$ cat src/rtl/core/fbpa_pkg.sv
package fbpa_pkg;

   localparam int POOL_DEPTH = 64;
   localparam int PTR_W      = (POOL_DEPTH > 1) ? $clog2(POOL_DEPTH) : 1;
   localparam int CNT_W      = $clog2(POOL_DEPTH + 1);

   localparam logic OP_REQUEST = 1'b0;
   localparam logic OP_RELEASE = 1'b1;

   localparam logic [1:0] ST_OK          = 2'd0;
   localparam logic [1:0] ST_NO_SPACE    = 2'd1;
   localparam logic [1:0] ST_BAD_RELEASE = 2'd2;

   localparam logic [15:0] BLOCK_SIZE_RESET = 16'd256;

   typedef struct packed {
      logic       operation;
      logic [6:0] count;
      logic [5:0] block_id;
   } req_type;

   typedef struct packed {
      logic        granted;
      logic [5:0]  out_block;
      logic [21:0] base_offset;
      logic [1:0]  status;
      logic        last;
   } rsp_type;

endpackage

$ cat src/rtl/core/fifo_block_pool_allocator_unit.sv
// Pool allocator for fixed-size blocks, built around a free-id queue memory and
// a live-bit memory, both synchronous with registered reads.
// req channel (valid/stall): operation 0 asks for count blocks, operation 1
// releases block_id. rsp channel (valid/stall): one item per granted block,
// with id and base offset (id * block size), the final one flagged last; a
// failed, empty or release request answers with a single item.
// csr channel (valid/ready): writes the block size; always ready, to be
// written only while the block is idle.
// A request of n blocks does one queue read per grant, each overlapped with the
// grant before it; a refused or empty request goes through one reply state, and
// a release waits on the live-bit read before the decision.
// Only one item is in work at a time; req_stall is high until its last result
// sits in the output register.
// Reset (synchronous, active high) restores the queue to ids in order through
// per-entry valid bits, clears all live bits at once and sets the block size
// to 256; no clearing pass is needed.
// When rsp_stall is high while an item is held, the output register holds it and
// the work pauses until it is taken.
module fifo_block_pool_allocator_unit (
   input  logic              clock,
   input  logic              reset,
   input  logic              req_valid,
   output logic              req_stall,
   input  fbpa_pkg::req_type req_data,
   output logic              rsp_valid,
   input  logic              rsp_stall,
   output fbpa_pkg::rsp_type rsp_data,
   input  logic              csr_valid,
   output logic              csr_ready,
   input  logic [15:0]       csr_data
);
   import fbpa_pkg::*;

   typedef enum logic [1:0] {S_IDLE, S_GRANT, S_CHECK, S_REPLY} state_type;

   state_type  state_ff, state_in;
   logic [PTR_W-1:0] head_ff, head_in, tail_ff, tail_in;
   logic [CNT_W-1:0] free_ff, free_in, remain_ff, remain_in;
   logic [PTR_W-1:0] rel_id_ff, rel_id_in;
   logic             range_ok_ff, range_ok_in;
   logic [1:0]       status_ff, status_in;
   logic [15:0]      block_size_ff;
   rsp_type          rsp_ff, rsp_in;
   logic             rsp_valid_ff, rsp_valid_in;

   logic [5:0]       free_queue [POOL_DEPTH];
   logic             live_map   [POOL_DEPTH];
   logic [POOL_DEPTH-1:0] q_valid_ff, l_valid_ff;

   logic [5:0]       q_rd_ff;
   logic             q_rdv_ff;
   logic [PTR_W-1:0] q_rda_ff;
   logic             l_rd_ff, l_rdv_ff;

   logic             q_rd_en, q_wr_en, l_rd_en, l_wr_en, l_wr_data;
   logic [PTR_W-1:0] q_rd_addr, l_rd_addr, l_wr_addr;
   logic             out_free, rsp_load, rel_ok;
   logic [5:0]       grant_id;
   logic [PTR_W-1:0] head_next;

   function automatic logic [PTR_W-1:0] wrap_next(input logic [PTR_W-1:0] p);
      return (p == PTR_W'(POOL_DEPTH - 1)) ? '0 : p + 1'b1;
   endfunction

   assign out_free  = !rsp_valid_ff || !rsp_stall;
   assign grant_id  = q_rdv_ff ? q_rd_ff : 6'(q_rda_ff);
   assign head_next = wrap_next(head_ff);
   assign rel_ok    = range_ok_ff && l_rdv_ff && l_rd_ff && (free_ff < CNT_W'(POOL_DEPTH));

   assign req_stall = (state_ff != S_IDLE);
   assign rsp_valid = rsp_valid_ff;
   assign rsp_data  = rsp_ff;
   assign csr_ready = 1'b1;

   always_comb begin
      state_in    = state_ff;
      head_in     = head_ff;
      tail_in     = tail_ff;
      free_in     = free_ff;
      remain_in   = remain_ff;
      rel_id_in   = rel_id_ff;
      range_ok_in = range_ok_ff;
      status_in   = status_ff;
      rsp_in      = rsp_ff;
      rsp_load    = 1'b0;
      q_rd_en     = 1'b0;
      q_rd_addr   = head_ff;
      q_wr_en     = 1'b0;
      l_rd_en     = 1'b0;
      l_rd_addr   = req_data.block_id[PTR_W-1:0];
      l_wr_en     = 1'b0;
      l_wr_addr   = grant_id[PTR_W-1:0];
      l_wr_data   = 1'b1;
      unique case (state_ff)
         S_IDLE: begin
            if (req_valid) begin
               if (req_data.operation == OP_RELEASE) begin
                  rel_id_in   = req_data.block_id[PTR_W-1:0];
                  range_ok_in = (7'(req_data.block_id) < 7'(POOL_DEPTH));
                  l_rd_en     = 1'b1;
                  state_in    = S_CHECK;
               end else if (req_data.count > 7'(free_ff)) begin
                  status_in = ST_NO_SPACE;
                  state_in  = S_REPLY;
               end else if (req_data.count == 7'd0) begin
                  status_in = ST_OK;
                  state_in  = S_REPLY;
               end else begin
                  remain_in = CNT_W'(req_data.count);
                  q_rd_en   = 1'b1;
                  state_in  = S_GRANT;
               end
            end
         end
         S_GRANT: begin
            if (out_free) begin
               rsp_load           = 1'b1;
               rsp_in.granted     = 1'b1;
               rsp_in.out_block   = grant_id;
               rsp_in.base_offset = 22'(grant_id) * 22'(block_size_ff);
               rsp_in.status      = ST_OK;
               rsp_in.last        = (remain_ff == CNT_W'(1));
               l_wr_en            = 1'b1;
               head_in            = head_next;
               free_in            = free_ff - 1'b1;
               remain_in          = remain_ff - 1'b1;
               if (remain_ff == CNT_W'(1)) begin
                  state_in = S_IDLE;
               end else begin
                  q_rd_en   = 1'b1;
                  q_rd_addr = head_next;
               end
            end
         end
         S_CHECK: begin
            if (out_free) begin
               rsp_load           = 1'b1;
               rsp_in.granted     = 1'b0;
               rsp_in.out_block   = '0;
               rsp_in.base_offset = '0;
               rsp_in.status      = rel_ok ? ST_OK : ST_BAD_RELEASE;
               rsp_in.last        = 1'b1;
               if (rel_ok) begin
                  l_wr_en   = 1'b1;
                  l_wr_addr = rel_id_ff;
                  l_wr_data = 1'b0;
                  q_wr_en   = 1'b1;
                  tail_in   = wrap_next(tail_ff);
                  free_in   = free_ff + 1'b1;
               end
               state_in = S_IDLE;
            end
         end
         S_REPLY: begin
            if (out_free) begin
               rsp_load           = 1'b1;
               rsp_in.granted     = 1'b0;
               rsp_in.out_block   = '0;
               rsp_in.base_offset = '0;
               rsp_in.status      = status_ff;
               rsp_in.last        = 1'b1;
               state_in           = S_IDLE;
            end
         end
      endcase
      if (rsp_load) begin
         rsp_valid_in = 1'b1;
      end else if (!rsp_stall) begin
         rsp_valid_in = 1'b0;
      end else begin
         rsp_valid_in = rsp_valid_ff;
      end
   end

   always_ff @(posedge clock) begin
      if (reset) begin
         state_ff      <= S_IDLE;
         head_ff       <= '0;
         tail_ff       <= '0;
         free_ff       <= CNT_W'(POOL_DEPTH);
         remain_ff     <= '0;
         rsp_valid_ff  <= 1'b0;
         block_size_ff <= BLOCK_SIZE_RESET;
         q_valid_ff    <= '0;
         l_valid_ff    <= '0;
      end else begin
         state_ff     <= state_in;
         head_ff      <= head_in;
         tail_ff      <= tail_in;
         free_ff      <= free_in;
         remain_ff    <= remain_in;
         rsp_valid_ff <= rsp_valid_in;
         if (csr_valid && csr_ready) begin
            block_size_ff <= csr_data;
         end
         if (q_wr_en) begin
            q_valid_ff[tail_ff] <= 1'b1;
         end
         if (l_wr_en) begin
            l_valid_ff[l_wr_addr] <= 1'b1;
         end
      end
   end

   always_ff @(posedge clock) begin
      rel_id_ff   <= rel_id_in;
      range_ok_ff <= range_ok_in;
      status_ff   <= status_in;
      if (rsp_load) begin
         rsp_ff <= rsp_in;
      end
      if (q_rd_en) begin
         q_rdv_ff <= q_valid_ff[q_rd_addr];
         q_rda_ff <= q_rd_addr;
      end
      if (l_rd_en) begin
         l_rdv_ff <= l_valid_ff[l_rd_addr];
      end
   end

   // free-id queue
   always_ff @(posedge clock) begin
      if (q_wr_en) begin
         free_queue[tail_ff] <= 6'(rel_id_ff);
      end
      if (q_rd_en) begin
         q_rd_ff <= free_queue[q_rd_addr];
      end
   end

   // live bits
   always_ff @(posedge clock) begin
      if (l_wr_en) begin
         live_map[l_wr_addr] <= l_wr_data;
      end
      if (l_rd_en) begin
         l_rd_ff <= live_map[l_rd_addr];
      end
   end

endmodule

$ cat config.mk
export PLATFORM = sky130hd
export DESIGN_NAME = fifo_block_pool_allocator_unit
export DESIGN_NICKNAME = d
export VERILOG_FILES = /design/src/rtl/core/fbpa_pkg.sv /design/src/rtl/core/fifo_block_pool_allocator_unit.sv
export SDC_FILE = /design/constraint.sdc
export NUM_CORES = 1
export LEC_CHECK = 0
export ABC_AREA = 1
export BUFFER_PORTS_ARGS = -buffer_cell sky130_fd_sc_hd__buf_2
export CORE_MARGIN = 3
export CORE_UTILIZATION = 40
export DETAILED_ROUTE_END_ITERATION = 16
export GPL_TIMING_DRIVEN = 1
export PLACE_DENSITY = 0.6
export SYNTH_ARGS = -nofsm -noshare
export SYNTH_HDL_FRONTEND = slang
export SYNTH_SLANG_ARGS = --single-unit
$ cat constraint.sdc
create_clock -name clock -period 6.33 [get_ports clock]
set_input_delay 1.266 -clock clock [delete_from_list [all_inputs] [get_ports clock]]
set_output_delay 1.266 -clock clock [all_outputs]
set_load 0.01 [all_outputs]
==> impl_metrics.py <==
metrics = {
    "clock_network": {
        "worstSkewPairLatency_ns": 0.62,
        "clockRootBuffer": "clkbuf_16",
        "cts_tree": "done",
        "ctsHoldBuffers": 0,
        "cts.repair.resized": 0,
        "h-tree-depth": 3,
        "clockBufferDepth": 3,
        "cts_buffers": 74,
        "post_cts_buffers": 0,
        "cts_sinks": 675,
        "path_clk_slew_ns": 0.07,
    },
    "grt": {
        "grt_pass1_wl_um": 130000,
        "grt_antenna_before_repair": 0,
        "grt_max_degree": 197,
        "grt_overflow": 0,
        "gr-usage-all-layers": 0.193,
        "grt_pass1_vias": 22800,
    },
    "sta": {
        "setup-tns-final_ns": 0,
        "skew_ns": 0.0267,
        "hold_violations": 0,
        "slew_headroom": 0.177,
        "worst_pin_slew_ns": 1.23,
        "fin_crit_sh": 0.819,
        "holdWs_ns": 0.458,
        "setup_viol": 0,
        "slew_viol_final": 0,
        "fmax_mhz": 193,
        "rsz0062_at_grt": "no",
        "fin_crit_ns": 5.19,
    },
    "synth": {
        "syn_inst": 3495,
        "synth_nets": 3638,
        "yosysTopAreaCellShare": 0.460,
        "ys.flop_type": "edfxtp_1",
        "yosys-top-cells-area": "edfxtp_1, dfxtp_1, nand3_1",
        "synth_edf_count": 502,
        "mappedNetlistArea_um2": 32800,
        "synth_warnings": 0,
        "yosys.cell_types.count": 50,
        "synth-seq-cells": 675,
        "seq_area_frac_synth": 0.566,
        "async_reset_ff_frac": 0,
        "avgSynthCellArea_um2": 9.37,
        "synth_largest_area_cell": "edfxtp_1",
    },
    "drt": {
        "drtIter0Drc": 1991,
        "firstDrtPassIters": 5,
        "routed_via_density": 5.12,
        "routed_wl_um": 82700,
        "drtAntennaViolNets": 0,
        "via_count": 23600,
        "wl_per_cell_um": 17.9,
        "drc": 0,
    },
    "worst_setup_path": {
        "rr_worst_depth": 18,
        "start_kind": "flip-flop",
        "cp_cell_sequence": "mux2i_2, nor2_1, fa_1, inv_1, fa_1, fa_1, inv_1, ha_1, a21oi_1, nand2_1, nand3_1, nand2_1, nand2_1, nand2_1, a21oi_1, o21ai_0, xor2_1, nor2_1",
        "r2r_end": "rsp_data[21]",
        "cp_top_family": "adder cells",
        "end_kind": "flip-flop",
        "max_stage_delay_ns": 0.85,
        "r2r_setup_slack_ns": 1.14,
        "crit_buf_inv": 2,
        "worstPathArrival_ns": 5.52,
        "path_class": "reg -> reg",
        "worst-endpoint-required_ns": 6.67,
        "timing.rr.start": "q_rdv_ff",
        "crit_top_cell": "nand2_1",
        "cp_max_fo": 18,
        "slowest_stage": "mux2i_2",
    },
    "hold_path": {
        "min_path_type": "reg -> reg",
        "hold_depth": 2,
        "min-delay-start": "q_valid_ff[26]",
        "hold-path-endpoint": "q_valid_ff[26]",
    },
    "pwr": {
        "power_leakage_uw": 0.0146,
        "peakVddDrop_mv": 0.562,
        "cellPowerDensity_nw_per_um2": 472,
    },
    "die": {
        "die_area_um2": 85400,
        "start_util": 0.405,
        "die_h_um": 292,
        "core_area_um2": 80800,
        "io_pins": 70,
        "std_cell_rows": 104,
        "die_w_um": 292,
    },
    "cells_and_area": {
        "layout-drive-gt1-share": 0.0796,
        "antenna_cells": 0,
        "areaGrowthSynthToFinish_pct": 11.3,
        "final_area_um2": 36500,
        "fill_cells": 7647,
        "nets": 3637,
    },
    "placed_design": {
        "portBuffers": 68,
        "hpwlAfterDp_um": 48500,
        "gp_congestion": 0.806,
        "dpl_cell_area_um2": 34000,
    },
    "run_status": {
        "status": "finished, final reports clean",
    },
    "flow_run": {
        "drv_cap": 0,
    },
}
==> Yosys cell counts, types with 2 or more instances <==
master	instances
xnor2_1	2
buf_6	7
buf_1	11
fa_1	58
nand3_2	2
inv_1	524
o21bai_1	2
nor3_2	3
nand2_1	459
nand4_1	8
xor2_1	15
nand2_2	7
dfxtp_1	173
mux2i_2	3
clkbuf_1	90
o221ai_1	7
inv_2	20
buf_4	17
nor3_4	8
o21ai_1	6
o31ai_1	4
nand3_1	485
o21ai_2	3
ha_1	50
nor2_4	2
nor2_2	7
a211oi_1	5
nor3_1	14
nor4_1	2
o21ai_0	150
o22ai_1	17
edfxtp_1	502
o21a_1	3
nor2_1	494
buf_2	49
nand3b_1	154
or2_2	4
a21oi_1	115
o21ai_4	2
==> final cells by class <==
type,count,area [um2],area share
timing repair buffer,97,652,0.0179
inverter,547,2060,0.0565
clock inverter,37,364,0.00998
clock buffer,100,2120,0.0583
multi-input combinational,2099,11400,0.313
tap,1060,1330,0.0364
sequential,675,18500,0.508
==> cell usage in the layout (no fill, tap or decap), drive strengths merged, types with 3 or more instances in the layout <==
cell type | Yosys | final
nor3 | 25 | 25
fa | 58 | 58
nand3b | 154 | 154
o21a | 3 | 3
ha | 50 | 50
buf | 84 | 97
o22ai | 17 | 17
o21ai | 161 | 161
inv | 546 | 550
nand2 | 466 | 466
o31ai | 4 | 4
or2 | 4 | 4
xor2 | 15 | 15
dfxtp | 173 | 173
edfxtp | 502 | 502
clkinv | 1 | 26
clkbuf | 90 | 100
a211oi | 5 | 5
nand3 | 487 | 487
bufinv | 0 | 5
nand4 | 8 | 8
mux2i | 3 | 3
clkinvlp | 0 | 3
o221ai | 7 | 7
a21oi | 115 | 115
nor2 | 503 | 503
==> worst max path at each step <==
| stage | from | to | slack [ns] | depth (start not counted) |
|---|---|---|---|---|
| CTS | q_rdv_ff | rsp_data[21] | 1.18 | 18 |
| floorplan | q_rdv_ff | rsp_data[22] | 1.77 | 19 |
| detailed placement | q_rdv_ff | rsp_data[21] | 1.17 | 18 |
| global route | q_rdv_ff | rsp_data[22] | 0.79 | 17 |
| global placement | q_rdv_ff | rsp_data[22] | 1.22 | 17 |
| finish | q_rdv_ff | rsp_data[21] | 1.14 | 18 |
==> cell families (layout without fill, tap and decap cells) <==
group,after synthesis,count (layout),share of synthesized area
multiplexers,3,3,0.00126
buffers and inverters,721,781,0.0883
AO/OA/AOI/OAI,319,319,0.0527
XOR/XNOR,17,17,0.00455
adder cells (fa/ha/maj),108,108,0.0545
flip-flops,675,675,0.566
other,1,1,0.000114
AND/OR/NAND/NOR,1651,1651,0.233
==> power by group <==
| group | internal, uW | switching, uW | total (uW) | leakage (uW) |
|---|---|---|---|---|
| Clock | 2580 | 1790 | 4370 | 0.00122 |
| Combinational | 2260 | 5230 | 7490 | 0.00760 |
| Sequential | 5220 | 121 | 5340 | 0.00580 |
| Total | 10100 | 7140 | 17200 | 0.0146 |
==> worst min-delay path, delay by kind of cell (launching register included) <==
kind / cells / cell delay, ns
DFF: 1 / 0.32
and+or+nand+nor: 2 / 0.10
==> per-layer routing <==
layer  vias to the layer above  part of all wire  GRT usage
li1                      11500                 -          -
met1                     11300              0.45      0.265
met4                         0             0.026     0.0661
met5                         -                 0          0
met2                       662              0.47      0.317
met3                       139             0.057     0.0228
==> stage by stage <==
stage               instances  setup slack, ns  utilization  power [uW]
floorplan                3495             1.77            -       10700
global route             4615            0.795        0.451       18400
CTS                      4615             1.18        0.451       17300
global placement         4478             1.22        0.420       12900
finish                   4615             1.14        0.451       17200
detailed placement       4478             1.17        0.420       12900
==> flip-flops by register name (all words and copies together) (netlist names), 7 cells and up <==
| name | flops |
|---|---|
| remain_ff | 7 |
| free_ff | 7 |
| rsp_data | 32 |
| free_queue | 384 |
| l_valid_ff | 64 |
| live_map | 64 |
| q_valid_ff | 64 |
| block_size_ff | 16 |
Note: power is estimated with default switching activity, not from simulation.
